--- src/rtl/core/assert_macros.svh ---
// Assertion macros used by the touch coordinate conditioner top level.
`ifndef ASSERT_MACROS_SVH
`define ASSERT_MACROS_SVH

// Checked on every rising edge of clk while rst_n is high.
`define TCC_ASSERT(lbl, prop, msg) \
    lbl: assert property (@(posedge clk) disable iff (!rst_n) prop) else $error(msg);

// Checked on every rising edge of clk, reset included.
`define TCC_ASSERT_ALWAYS(lbl, prop, msg) \
    lbl: assert property (@(posedge clk) prop) else $error(msg);

`endif

--- src/rtl/core/tcc_pkg.sv ---
// Package with types and constants of the touch coordinate conditioner.
package tcc_pkg;

    localparam int RAW_W        = 13;
    localparam int COORD_W      = 12;
    localparam int WORD_W       = 16;
    localparam int MODE_W       = 4;
    localparam int CFG_IDX_W    = 3;
    localparam int SAMPLE_SHIFT = 3;
    localparam int STEP_W       = 4;
    localparam int MUL_STEPS    = COORD_W;
    localparam int DIV_STEPS    = RAW_W;
    localparam int WORK_W       = 2 * RAW_W;

    localparam logic [COORD_W-1:0] OUT_MIN_X_DEFAULT = 12'd0;
    localparam logic [COORD_W-1:0] OUT_MIN_Y_DEFAULT = 12'd0;

    localparam logic [RAW_W-1:0]   RAW_MIN_RESET = 13'd0;
    localparam logic [RAW_W-1:0]   RAW_MAX_RESET = 13'd4095;
    localparam logic [COORD_W-1:0] OUT_MAX_X_RESET = 12'd319;
    localparam logic [COORD_W-1:0] OUT_MAX_Y_RESET = 12'd239;

    localparam int MODE_MIRROR_X = 0;
    localparam int MODE_MIRROR_Y = 1;
    localparam int MODE_SWAP     = 2;
    localparam int MODE_PAIRS    = 3;

    typedef enum logic [CFG_IDX_W-1:0] {
        REG_RAW_MIN_X  = 3'd0,
        REG_RAW_MAX_X  = 3'd1,
        REG_RAW_MIN_Y  = 3'd2,
        REG_RAW_MAX_Y  = 3'd3,
        REG_OUT_MAX_X  = 3'd4,
        REG_OUT_MAX_Y  = 3'd5,
        REG_MODE_FLAGS = 3'd6
    } cfg_reg_t;

    typedef enum logic [1:0] {
        ST_IDLE = 2'd0,
        ST_MUL  = 2'd1,
        ST_DIV  = 2'd2,
        ST_FIN  = 2'd3
    } state_t;

endpackage

--- src/rtl/core/touch_coordinate_conditioner.sv ---
// Top level: calibrates touch converter replies into screen coordinates.
// A word runs through the multiply, divide and final states into the output register.
// A new word is taken only when idle, after the bit-serial multiply (12 steps)
// and the bit-serial restoring divide (13 steps) that share one work register.
// The input is taken while a finished result still waits in the output register.
// Reset (rst_n low, asynchronous) restores the register defaults and clears pairing.
module touch_coordinate_conditioner
    import tcc_pkg::*;
#(
    parameter logic [COORD_W-1:0] OUT_MIN_X_VALUE = OUT_MIN_X_DEFAULT,
    parameter logic [COORD_W-1:0] OUT_MIN_Y_VALUE = OUT_MIN_Y_DEFAULT
)
(
    input  logic                 clk,
    input  logic                 rst_n,
    input  logic                 cfg_we,
    input  logic [CFG_IDX_W-1:0] cfg_index,
    input  logic [RAW_W-1:0]     cfg_data,
    input  logic                 in_valid,
    output logic                 in_stall,
    input  logic                 axis,
    input  logic [WORD_W-1:0]    reply_word,
    output logic                 out_valid,
    input  logic                 out_stall,
    output logic                 out_axis,
    output logic [COORD_W-1:0]   coordinate,
    output logic                 in_window
);

`include "assert_macros.svh"

    logic [RAW_W-1:0]   raw_min_x_reg, raw_max_x_reg, raw_min_y_reg, raw_max_y_reg;
    logic [COORD_W-1:0] out_max_x_reg, out_max_y_reg;
    logic [MODE_W-1:0]  mode_reg;

    state_t             state_reg, state_next;
    logic [STEP_W-1:0]  cnt_reg, cnt_next;
    logic [WORK_W-1:0]  work_reg, work_next;
    logic [RAW_W-1:0]   a_reg, a_next;
    logic [RAW_W-1:0]   d_reg, d_next;
    logic               ch_reg, ch_next;
    logic               axis_reg, axis_next;
    logic               bad_reg, bad_next;

    logic               pair_second_reg, pair_second_next;
    logic [COORD_W-1:0] first_sample_reg, first_sample_next;
    logic               pair_axis_reg, pair_axis_next;

    logic               out_valid_reg, out_valid_next;
    logic               out_axis_reg, out_axis_next;
    logic [COORD_W-1:0] coord_reg, coord_next;

    logic [RAW_W-1:0]   raw;
    logic               ch_in;
    logic [RAW_W-1:0]   rmin_in, rmax_in;
    logic [COORD_W-1:0] omax_in, omin_in;
    logic [RAW_W:0]     mul_sum;
    logic [RAW_W:0]     div_t;
    logic               div_ge;
    logic [RAW_W:0]     div_r;
    logic [COORD_W-1:0] omax_f, omin_f;
    logic               mirror_f;
    logic [RAW_W:0]     v_sum;
    logic [COORD_W-1:0] v_m;
    logic [COORD_W-1:0] c_val;
    logic               emit;
    logic               out_free;

    // Configuration registers.
    always_ff @(posedge clk or negedge rst_n)
    begin
        if (!rst_n)
        begin
            raw_min_x_reg <= RAW_MIN_RESET;
            raw_max_x_reg <= RAW_MAX_RESET;
            raw_min_y_reg <= RAW_MIN_RESET;
            raw_max_y_reg <= RAW_MAX_RESET;
            out_max_x_reg <= OUT_MAX_X_RESET;
            out_max_y_reg <= OUT_MAX_Y_RESET;
            mode_reg      <= '0;
        end
        else if (cfg_we)
        begin
            unique case (cfg_index)
                REG_RAW_MIN_X:  raw_min_x_reg <= cfg_data;
                REG_RAW_MAX_X:  raw_max_x_reg <= cfg_data;
                REG_RAW_MIN_Y:  raw_min_y_reg <= cfg_data;
                REG_RAW_MAX_Y:  raw_max_y_reg <= cfg_data;
                REG_OUT_MAX_X:  out_max_x_reg <= cfg_data[COORD_W-1:0];
                REG_OUT_MAX_Y:  out_max_y_reg <= cfg_data[COORD_W-1:0];
                REG_MODE_FLAGS: mode_reg      <= cfg_data[MODE_W-1:0];
                default:        ;
            endcase
        end
    end

    always_ff @(posedge clk or negedge rst_n)
    begin
        if (!rst_n)
        begin
            state_reg        <= ST_IDLE;
            cnt_reg          <= '0;
            pair_second_reg  <= 1'b0;
            first_sample_reg <= '0;
            pair_axis_reg    <= 1'b0;
            out_valid_reg    <= 1'b0;
        end
        else
        begin
            state_reg        <= state_next;
            cnt_reg          <= cnt_next;
            pair_second_reg  <= pair_second_next;
            first_sample_reg <= first_sample_next;
            pair_axis_reg    <= pair_axis_next;
            out_valid_reg    <= out_valid_next;
        end
    end

    always_ff @(posedge clk)
    begin
        work_reg     <= work_next;
        a_reg        <= a_next;
        d_reg        <= d_next;
        ch_reg       <= ch_next;
        axis_reg     <= axis_next;
        bad_reg      <= bad_next;
        out_axis_reg <= out_axis_next;
        coord_reg    <= coord_next;
    end

    // Channel selection for a new word.
    assign raw     = reply_word[WORD_W-1:SAMPLE_SHIFT];
    assign ch_in   = axis ^ mode_reg[MODE_SWAP];
    assign rmin_in = ch_in ? raw_min_y_reg : raw_min_x_reg;
    assign rmax_in = ch_in ? raw_max_y_reg : raw_max_x_reg;
    assign omax_in = ch_in ? out_max_y_reg : out_max_x_reg;
    assign omin_in = ch_in ? OUT_MIN_Y_VALUE : OUT_MIN_X_VALUE;

    // One shift-add step and one restoring divide step.
    assign mul_sum = {1'b0, work_reg[WORK_W-2:COORD_W]}
                   + (work_reg[0] ? {1'b0, a_reg} : '0);
    assign div_t   = {work_reg[WORK_W-1:RAW_W], work_reg[RAW_W-1]};
    assign div_ge  = div_t >= {1'b0, d_reg};
    assign div_r   = div_ge ? div_t - {1'b0, d_reg} : div_t;

    // Final mapping, mirror and window for the finished quotient.
    assign omax_f   = ch_reg ? out_max_y_reg : out_max_x_reg;
    assign omin_f   = ch_reg ? OUT_MIN_Y_VALUE : OUT_MIN_X_VALUE;
    assign mirror_f = ch_reg ? mode_reg[MODE_MIRROR_Y] : mode_reg[MODE_MIRROR_X];
    assign v_sum    = {1'b0, work_reg[RAW_W-1:0]} + {2'b00, omin_f};
    assign v_m      = mirror_f ? omax_f - v_sum[COORD_W-1:0] : v_sum[COORD_W-1:0];

    always_comb
    begin
        if (bad_reg || (v_sum > {2'b00, omax_f}) || (v_m <= omin_f) || (v_m >= omax_f))
            c_val = '0;
        else
            c_val = v_m;
    end

    assign emit = !mode_reg[MODE_PAIRS]
               || (pair_second_reg && (pair_axis_reg == axis_reg)
                   && (first_sample_reg == c_val));
    assign out_free = !out_valid_reg || !out_stall;

    always_comb
    begin
        state_next        = state_reg;
        cnt_next          = cnt_reg;
        work_next         = work_reg;
        a_next            = a_reg;
        d_next            = d_reg;
        ch_next           = ch_reg;
        axis_next         = axis_reg;
        bad_next          = bad_reg;
        pair_second_next  = pair_second_reg;
        first_sample_next = first_sample_reg;
        pair_axis_next    = pair_axis_reg;
        out_valid_next    = out_valid_reg && out_stall;
        out_axis_next     = out_axis_reg;
        coord_next        = coord_reg;
        in_stall          = 1'b1;

        unique case (state_reg)
            ST_IDLE:
            begin
                in_stall = 1'b0;
                if (in_valid)
                begin
                    a_next     = raw - rmin_in;
                    d_next     = rmax_in - rmin_in;
                    work_next  = {{(WORK_W-COORD_W){1'b0}}, omax_in - omin_in};
                    ch_next    = ch_in;
                    axis_next  = axis;
                    bad_next   = (rmax_in <= rmin_in) || (raw < rmin_in)
                              || (omax_in <= omin_in);
                    cnt_next   = '0;
                    state_next = ST_MUL;
                end
            end
            ST_MUL:
            begin
                work_next = {1'b0, mul_sum, work_reg[COORD_W-1:1]};
                if (cnt_reg == STEP_W'(MUL_STEPS - 1))
                begin
                    cnt_next   = '0;
                    state_next = ST_DIV;
                end
                else
                    cnt_next = cnt_reg + 1'b1;
            end
            ST_DIV:
            begin
                // A quotient of 2^13 or more lies beyond any window.
                if ((cnt_reg == '0) && (work_reg[WORK_W-1:RAW_W] >= d_reg))
                    bad_next = 1'b1;
                work_next = {div_r[RAW_W-1:0], work_reg[RAW_W-2:0], div_ge};
                if (cnt_reg == STEP_W'(DIV_STEPS - 1))
                begin
                    cnt_next   = '0;
                    state_next = ST_FIN;
                end
                else
                    cnt_next = cnt_reg + 1'b1;
            end
            ST_FIN:
            begin
                if (!emit || out_free)
                begin
                    state_next = ST_IDLE;
                    if (mode_reg[MODE_PAIRS]
                        && (!pair_second_reg || (pair_axis_reg != axis_reg)))
                    begin
                        pair_second_next  = 1'b1;
                        first_sample_next = c_val;
                        pair_axis_next    = axis_reg;
                    end
                    else
                        pair_second_next = 1'b0;
                    if (emit)
                    begin
                        out_valid_next = 1'b1;
                        out_axis_next  = axis_reg;
                        coord_next     = c_val;
                    end
                end
            end
            default:
            begin
                state_next = ST_IDLE;
            end
        endcase
    end

    assign out_valid  = out_valid_reg;
    assign out_axis   = out_axis_reg;
    assign coordinate = coord_reg;
    assign in_window  = coord_reg != '0;

    `TCC_ASSERT(a_accept_starts_mul, (in_valid && !in_stall) |=> (state_reg == ST_MUL), "accepted word did not start the multiply")
    `TCC_ASSERT(a_word_from_fin, ($rose(out_valid) |-> $past(state_reg == ST_FIN)), "result word appeared outside the final step")
    `TCC_ASSERT(a_pair_emit, ((state_reg == ST_FIN) && mode_reg[MODE_PAIRS] && emit) |-> pair_second_reg, "paired result without a first sample")
    `TCC_ASSERT_ALWAYS(a_stall_while_busy, (state_reg != ST_IDLE) |-> in_stall, "input taken while a word is in work")

endmodule

--- config.mk ---
export PLATFORM = sky130hd
export DESIGN_NAME = touch_coordinate_conditioner
export DESIGN_NICKNAME = d
export VERILOG_FILES = /design/src/rtl/core/tcc_pkg.sv /design/src/rtl/core/touch_coordinate_conditioner.sv
export VERILOG_INCLUDE_DIRS = /design/src /design/src/rtl/core
export SDC_FILE = /design/constraint.sdc
export NUM_CORES = 1
export LEC_CHECK = 0
export BUFFER_PORTS_ARGS = -buffer_cell sky130_fd_sc_hd__buf_2
export CORE_MARGIN = 1
export CORE_UTILIZATION = 50
export DETAILED_ROUTE_END_ITERATION = 8
export PLACE_DENSITY = 0.76
export SYNTH_ARGS = -nofsm -noshare
export SYNTH_HDL_FRONTEND = slang
export SYNTH_SLANG_ARGS = --single-unit
--- constraint.sdc ---
create_clock -name clk -period 5.5 [get_ports clk]
set_input_delay 0 -clock clk [delete_from_list [all_inputs] [get_ports clk]]
set_output_delay 0 -clock clk [all_outputs]
set_load 0.02 [all_outputs]
**After elaboration in Yosys (flattened, before gate mapping)**

Index checks and enable logic that the tools add are counted.
Widths: inputs -> output; s select.

- Bits of input ports: 38
- Output and inout port bits: 16
- Word-level logic and storage cells: 122
- Flip-flop bits (word level): 169

- $lt $le $gt $ge: 8
- Bitwise gates (word level): 1
- Reductions and logical operators: 39
- $add $sub $neg: 6
- Eq/ne operators: 19
- Multiplexer cells: 28

Operators by type and width:

| cell | number |
|---|---|
| $pmux 26 s3 | 1 |
| $mux 13 | 4 |
| $mux 12 | 4 |
| $sub 13x13->13 | 3 |
| $mux 26 | 1 |
| $le 12x1->1 const B | 2 |
| $reduce_and 2->1 | 10 |
| $add 13x13->14 | 1 |
| $ge 14x13->1 | 1 |
| $ge 13x13->1 | 1 |
| $gt 13x12->1 | 1 |
| $le 13x13->1 | 1 |
| $lt 13x13->1 | 1 |
| $eq 12x12->1 | 1 |
| $ge 12x12->1 | 1 |
| $mux 4 | 3 |
| $pmux 4 s3 | 1 |
| $reduce_bool 12->1 | 1 |
| $sub 12x12->12 | 1 |
| $ne 2x2->1 const B | 5 |
| $eq 3x3->1 const B | 3 |
| $logic_or 1x1->1 | 9 |
| $reduce_and 3->1 | 3 |
| $eq 4x4->1 const B | 2 |
| 20 further kinds | 40 |

**Longest topological paths before layout**

Gate-level depths: netlist of run 1.

- Depth after elaboration: 14
- Gate-level depth with buffers: 23
- Gate-level depth less buffers: 21

**Worst setup path after synthesis of run 1**

Ideal clock, no wire load.

- Path kind: reg-to-reg
- Start: register ch_reg
- End: register coord_reg[0] (netlist: coordinate[0]), enable pin
- Period minus slack after synthesis: 5699 ps
- Library setup time: 387 ps
- Path buffers: 4
- Stages on the path, launching flop included: 23
- Arrival time: 5312 ps
- Path slack: -199 ps
- Data required time: 5113 ps
- Cell sequence: edfxtp_1 > buf_2 > buf_1 > mux2i_1 > inv_1 > ha_1 > buf_2 > a21oi_1 > o21ai_1 > o31a_1 > a221oi_1 > and2_1 > clkbuf_1 > inv_1 > ha_1 > a211o_1 > nor3_1 > nand2_1 > o31a_1 > o21ai_2 > a41oi_2 > nand2b_1 > a21oi_1

- Word-level cells in the longest chain between the ends: 13
- Elaborated cells on any way between the ends: 17
- Classes of those cells: add/sub (1); order compare (3); eq/ne (1); mux (4); reduce/logical (8)

Ends and longest elaborated chain:

| element | RTL line | source |
|---|---|---|
| start: declaration | touch_coordinate_conditioner.sv:41 | `logic ch_reg, ch_next;` |
| start signal: assignment | touch_coordinate_conditioner.sv:124 | `ch_reg <= ch_next;` |
| $mux 12 | touch_coordinate_conditioner.sv:147 | `assign omax_f = ch_reg ? out_max_y_reg : out_max_x_reg;` |
| $sub 12x12->12 | touch_coordinate_conditioner.sv:151 | `assign v_m = mirror_f ? omax_f - v_sum[COORD_W-1:0] : v_sum[COORD_W-1:0];` |
| $mux 12 | touch_coordinate_conditioner.sv:151 |  |
| $le 12x1->1 | touch_coordinate_conditioner.sv:155 | `if (bad_reg \|\| (v_sum > {2'b00, omax_f}) \|\| (v_m <= omin_f) \|\| (v_m >= omax_f))` |
| $logic_or 1x1->1 (2 in series) | touch_coordinate_conditioner.sv:155 |  |
| $mux 12 * | touch_coordinate_conditioner.sv:155 |  |
| $eq 12x12->1 * | touch_coordinate_conditioner.sv:163 | `&& (first_sample_reg == c_val));` |
| $logic_and 1x1->1 * | touch_coordinate_conditioner.sv:163 |  |
| $logic_or 1x1->1 * | touch_coordinate_conditioner.sv:162 | `\|\| (pair_second_reg && (pair_axis_reg == axis_reg)` |
| $logic_not 1->1 | touch_coordinate_conditioner.sv:228 | `if (!emit \|\| out_free)` |
| $logic_or 1x1->1 | touch_coordinate_conditioner.sv:228 |  |
| $reduce_and 3->1 (no line) * | -- |  |
| end signal: assignment | touch_coordinate_conditioner.sv:128 | `coord_reg <= coord_next;` |
| end: declaration | touch_coordinate_conditioner.sv:51 | `logic [COORD_W-1:0] coord_reg, coord_next;` |

Mark *: on every way between the ends. The rest lies on a longest branch, timed or not.
A chain may end at the register's enable or synchronous reset.

**Worst setup path after layout of run 1**

Same ends and word-level chain as after synthesis.

==> key figures, run 1 <==
Floorplan
  – Initial core utilization: 0.5095
  – Die Span X: 153.9 um
  – Rows: 55
  – IO Pins: 54
  – Die H: 153.9 um
  – Core ar.: 0.02264 mm^2
  – Die area: 0.02368 mm^2

Synth
  – Yosys top cell by area: edfxtp_1
  – Warnings from Yosys: 0
  – Unique masters post-synth: 74
  – Synth area leaders: edfxtp_1 18%, dfrtp_1 14%, ha_1 12%
  – Avg Cell Area, Syn: 10.53 um^2
  – Post-synth ARST share: 0.5976
  – Cells after synthesis: 1096
  – Yosys reg bits: 169
  – Post-Syn Area: 0.01154 mm^2
  – Synth Flop Type: edfxtp_1
  – Number of synthesized flops with an enable pin: 68
  – Post-synth top area share: 0.1770
  – Mapped Nets: 1246
  – Sequential cell area fraction in the yosys report: 0.4002

Pwr
  – P_sw: 3.661 mW
  – Gate power share: 0.567
  – VDD IR max: 317.3 uV
  – Clock share of power: 0.155
  – Pint: 4.542 mW
  – Leakage: 5.817 nW
  – Reg power frac: 0.278
  – Switching fraction of total power: 0.4463
  – Pwr dens: 623.0 mW/mm^2
  – Total chip power: 8.204 mW

Global routing
  – First-pass GRT wire length: 44080 um
  – Largest net degree at the start of global routing: 66
  – Total congestion overflow: 0
  – Vias in the first global route: 8456
  – Initial antenna violation count: 0
  – Tot GR Track Use: 0.2381

Status
  – Status: finished, final reports clean

Detailed routing
  – Uppermost routed layer: met4
  – Number of remaining DRC errors: 0
  – Antenna viol nets, final: 0
  – Wire length on met1: 12200 um
  – Vias: 8792
  – WL per Instance: 18.61 um
  – Met3 WL post-DR: 1286 um
  – Via density: 5.933
  – Routed WL: 27590 um
  – TritonRoute pass-1 iters: 7
  – WL met2: 13380 um
  – DR iter-0 viols: 634

Min path
  – Hold path start: reply_word[13]
  – Hold path endpoint: a_reg[10]
  – Hold path cells: 3
  – Hold Crit Class: input pin to register

Timing
  – Fin crit period: 5.193 ns
  – Max Clock Skew: 0.01368 ns
  – Tcrit/Tclk final: 0.9441
  – Hold slack final: 0.03144 ns
  – Final Hold Fails: 0
  – Final setup fails: 0
  – Tightest Pin Transition: 1.186 ns
  – Slew Viols, Final: 0
  – Setup ws final: 0.3074 ns
  – Max Fclk: 0.1926 GHz
  – Slew HR: 0.2058

Worst setup path
  – WP data arrival: 5.35 ns
  – CP startpoint kind: register
  – CP startpoint: ch_reg
  – WP data required: 5.66 ns
  – Critical path fanouts, max: 13
  – Reg2Reg Depth: 21
  – CP Capture Type: register
  – CP Class: register to register
  – Reg2reg start: ch_reg
  – Flop-to-flop setup slack: 0.31 ns
  – Worst reg2reg path endpoint: coordinate[0]

Placed design
  – Worst slack, placed: -0.05163 ns
  – DP HPWL: 20880 um
  – Routability cong.: 0.9543
  – I/O Buffers: 50

Finish
  – Area Growth Syn to Fin: 14.14%
  – Diodes inserted: 0
  – Nets: 1334
  – Layout cells sized above 1: 0.2439
  – Max reg flops: 26

CTS
  – Max Buffers Root-to-Sink: 2
  – Clock latency on the worst-skew pair: 0.44 ns
  – CTS tree: done
  – CTS sink cnt: 169
  – CTS buffer count: 17
  – CTS Root Cell: clkbuf_16
  – Clk pin slew, worst setup/hold paths: 0.07 ns
  – H-tree levels: 4

Job
  – MaxCap Viol Count: 0
-- repair_timing --
item,4_1_cts,5_1_grt
hold buffers,17,0
setup buffers,4,1
setup endpoints to repair,13,16
hold endpoints to repair,121,0
pin swaps,0,1
resized for setup,0,10
-- routing by layer --
layer / GRT usage / vias up
met5: 0 / -
met4: 0.08381 / 0
met3: 0.03551 / 51
met2: 0.3970 / 249
met1: 0.3159 / 4280
li1: - / 4212
-- placed cells by master, fill, tap and decap left out, types with 6 or more instances in the layout --
| cell type | instances |
|---|---|
| buf_4 | 40 |
| and2_1 | 20 |
| nor4_1 | 12 |
| ha_1 | 105 |
| clkbuf_16 | 17 |
| edfxtp_1 | 68 |
| o21ai_0 | 34 |
| a21o_1 | 28 |
| a21oi_1 | 55 |
| xor2_1 | 19 |
| buf_2 | 49 |
| nand4_1 | 16 |
| and3_1 | 6 |
| nand3_1 | 21 |
| inv_1 | 82 |
| mux2i_1 | 46 |
| mux2_2 | 104 |
| nor2_1 | 59 |
| a211o_1 | 6 |
| o22ai_1 | 6 |
| nand2b_1 | 9 |
| a22oi_1 | 10 |
| a31oi_1 | 7 |
| nor2b_1 | 13 |
| nand2_1 | 59 |
| nor3_1 | 19 |
| a221oi_1 | 13 |
| dlygate4sd3_1 | 17 |
| xnor2_1 | 23 |
| a21boi_0 | 7 |
| clkinv_8 | 6 |
| o21a_1 | 11 |
| dfrtp_1 | 63 |
| o31ai_1 | 10 |
| dfstp_2 | 38 |
| o211ai_1 | 8 |
-- power groups by stage --
stage	sequential [mW]	clock [mW]	combinational [mW]
after floorplan	2.22	0	3.39
final	2.28	1.27	4.65
after global placement	2.28	0	4.40
after detailed placement	2.30	0	4.50
after global routing	2.33	1.34	5.13
after CTS	2.27	1.28	4.56
-- layout make-up --
cell class	count	area, um^2
inverter	82	307.8
clock buffer	17	425.4
tap	285	356.6
multi-input combinational	807	6511
sequential	169	4617
clock inverter	15	214.0
timing repair buffer	107	735.7
fill	1811	9473
-- through the flow --
step                      std cells    util  setup TNS, ns  area, um^2
after floorplan                1096       -              0       11540
after global placement         1428  0.5427              0       12290
after detailed placement       1428  0.5427        -0.6639       12290
after CTS                      1481  0.5798              0       13130
after global routing           1482  0.5816        -0.4989       13170
final                          1482  0.5816              0       13170
-- critical path, stage by stage (launching register included) --
cell and delay [ns]:
edfxtp_1 0.43, buf_4 0.22, mux2i_1 0.21, buf_4 0.16
inv_1 0.05, ha_2 0.41, and3_1 0.26, nand4_1 0.24
a2111oi_2 0.43, a221oi_1 0.12, and2_1 0.20, inv_1 0.06
ha_1 0.24, a211o_1 0.26, nor3_1 0.24, nand2_2 0.19
o31a_1 0.34, o21ai_2 0.13, a41oi_2 0.17, nand2b_1 0.22
a21oi_2 0.17, buf_12 0.16
-- cells by family (layout without fill, tap and decap cells) --
group | Yosys count | after routing | share of synthesized area
compound gates | 240 | 240 | 0.1444
xor+xnor | 43 | 43 | 0.03265
fa+ha+maj | 112 | 112 | 0.1247
buf+inv | 120 | 221 | 0.04089
flops | 169 | 169 | 0.4002
mux | 152 | 152 | 0.1433
simple gates | 260 | 260 | 0.1139
-- synth_stat cells (10+ instances only) --
master    count
ha_1        107
mux2_2      104
inv_1        82
edfxtp_1     68
dfrtp_1      63
nand2_1      60
nor2_1       59
a21oi_1      58
mux2i_1      47
dfstp_2      38
o21ai_0      34
a21o_1       28
clkbuf_1     26
xnor2_1      24
nand3_1      21
nor3_1       21
and2_1       20
xor2_1       19
nand4_1      16
a221oi_1     13
nor2b_1      13
nor4_1       12
o21a_1       11
a22oi_1      10
o31ai_1      10
-- how the worst max path moves through the flow --
stage | to | depth (start not counted)
global route | coordinate[0] | 21
finish | coordinate[0] | 21
global placement | coordinate[6] | 22
floorplan | coordinate[0] | 22
detailed placement | coordinate[9] | 20
CTS | coordinate[0] | 22
(Power assumes the default switching activity.)
==> inputs of run 2 (changes only) <==
==> constraint.sdc (replaced) <==
create_clock -name clk -period 5.5 [get_ports clk]
set_input_delay 0.275 -clock clk [delete_from_list [all_inputs] [get_ports clk]]
set_output_delay 0.275 -clock clk [all_outputs]
set_load 0.02 [all_outputs]
==> run 2 against run 1 <==
  * Fmax up 0.49%
  * Global-route usage grew 0.15 points
  * Register-to-register slack better by 0.03 ns
  * First-iteration DRC count down 4.3%
  * Sequential share of layout area up 0.57 points
  * Critical path depth shrank 1
  * Highest routed layer unchanged
==> key figures, run 2 (same netlist as run 1, synthesis figures left out) <==
Status
  – Status: finished, final reports clean

CTS
  – CTS tree: done
  – Clock latency on the worst-skew pair: 0.44 ns
  – Post-CTS Setup Bufs: 0
  – Clk pin slew, worst setup/hold paths: 0.09 ns
  – CTS buffer count: 17
  – Max Buffers Root-to-Sink: 2
  – H-tree levels: 4
  – CTS sink cnt: 169
  – CTS Root Cell: clkbuf_16

Finish
  – Diodes inserted: 0
  – Max reg flops: 26
  – Most common cell after layout, fill and taps aside: ha_1
  – Layout cells sized above 1: 0.2413
  – Final Core Density: 0.5723
  – Finished Cell Area: 0.01296 mm^2
  – FF+latch area: 0.004617 mm^2
  – Area Growth Syn to Fin: 12.32%
  – Multi-input logic area: 0.006494 mm^2
  – Nets: 1314
  – Commonest non-fill, non-tap cells in the layout: 107 x ha_1, 104 x mux2_2, 82 x inv_1
  – Fill count: 1835

Detailed routing
  – Via density: 5.918
  – TritonRoute pass-1 iters: 6
  – Routed WL: 27370 um
  – WL per Instance: 18.72 um
  – Number of remaining DRC errors: 0
  – DR iter-0 viols: 607
  – Vias: 8652
  – Antenna viol nets, final: 0

Worst setup path
  – CP Class: register to register
  – WP data required: 5.66 ns
  – Reg2reg start: ch_reg
  – WP data arrival: 5.32 ns
  – CP startpoint kind: register
  – Worst reg2reg path endpoint: coordinate[8]
  – CP Capture Type: register
  – CP startpoint: ch_reg
  – Critical path fanouts, max: 13
  – Reg2Reg Depth: 20
  – Flop-to-flop setup slack: 0.33 ns

Pwr
  – Pwr dens: 630.8 mW/mm^2
  – Leakage: 5.735 nW
  – VDD IR max: 340.2 uV
  – Total chip power: 8.174 mW

Global routing
  – Total congestion overflow: 0
  – Initial antenna violation count: 0
  – Largest net degree at the start of global routing: 66
  – Vias in the first global route: 8614
  – First-pass GRT wire length: 44510 um
  – Tot GR Track Use: 0.2396

Timing
  – Final Hold Fails: 0
  – Hold slack final: 0.04817 ns
  – Slew HR: 0.1938
  – Max Fclk: 0.1935 GHz
  – Max Clock Skew: 0.01608 ns
  – Slew Viols, Final: 0
  – Final setup fails: 0
  – Post-Route Setup TNS: 0 ns
  – Tcrit/Tclk final: 0.9395
  – Fin crit period: 5.167 ns
  – Tightest Pin Transition: 1.204 ns
  – RSZ-0062 raised after global routing: no

Min path
  – Hold path endpoint: axis_reg
  – Hold path start: axis
  – Hold path cells: 1
  – Hold Crit Class: input pin to register

Job
  – MaxCap Viol Count: 0

Placed design
  – DP HPWL: 20740 um
  – Routability cong.: 0.9063
  – Post-DP Area: 0.01229 mm^2
  – I/O Buffers: 50

Floorplan
  – Die area: 0.02368 mm^2
  – Core ar.: 0.02264 mm^2
  – Initial core utilization: 0.5095
  – Die Span X: 153.9 um
  – IO Pins: 54
  – Rows: 55
  – Die H: 153.9 um
## run 2: cell types whose count changed in the layout (fill, tap and decap cells not counted), sizes merged
cell,before,now
dlygate4sd3,17,1
buf,90,86
## run 2: repair_timing
action / in CTS / in global routing
hold buffers: 1 / 0
endpoints found under the setup margin: 0 / 15
endpoints found under the hold margin: 20 / 0
resized for setup: 0 / 5
## run 2: where the power goes
part,internal (mW),switching (mW)
combinational,1.94,2.68
clock,0.635,0.633
sequential,1.94,0.343
total,4.52,3.66
## run 2: per-layer routing
| metal | global-route usage | routed length (um) |
|---|---|---|
| met5 | 0 | 0 |
| met4 | 0.09333 | 747 |
| met3 | 0.03608 | 1337 |
| met2 | 0.4054 | 13360 |
| met1 | 0.3091 | 11920 |
## run 2: worst max-delay path: stages (launching register included)
cell and delay [ns]:
edfxtp_1 0.44, buf_4 0.19, mux2i_1 0.23, inv_1 0.12, fa_1 0.46, a21o_1 0.23
a221oi_4 0.38, o21ai_0 0.17, xnor2_1 0.27, a21o_1 0.23, inv_1 0.08, ha_1 0.18
a211o_1 0.32, nor3_2 0.22, nand2_2 0.18, o31a_1 0.34, o21ai_2 0.14, a41oi_2 0.16
nand2b_1 0.21, a21oi_2 0.17, buf_12 0.16
## run 2: metrics by stage
step | setup slack [ns] | std cells
after floorplan | 0.08089 | 1096
after CTS | 0.2304 | 1462
final | 0.3325 | 1462
after detailed placement | 0.2599 | 1429
after global routing | 0.01576 | 1462
after global placement | 0.3028 | 1429
## run 2: layout make-up
class / count / share of cell area
sequential: 169 / 0.3563
inverter: 82 / 0.02375
timing repair buffer: 87 / 0.04210
clock buffer: 17 / 0.03283
multi-input combinational: 807 / 0.5012
clock inverter: 15 / 0.01632
tap: 285 / 0.02752
## run 2: how the worst max path moves through the flow
stage | end
after floorplan | coordinate[0]
after global placement | coordinate[8]
after detailed placement | coordinate[11]
after CTS | coordinate[6]
after global routing | coordinate[0]
final | coordinate[8]
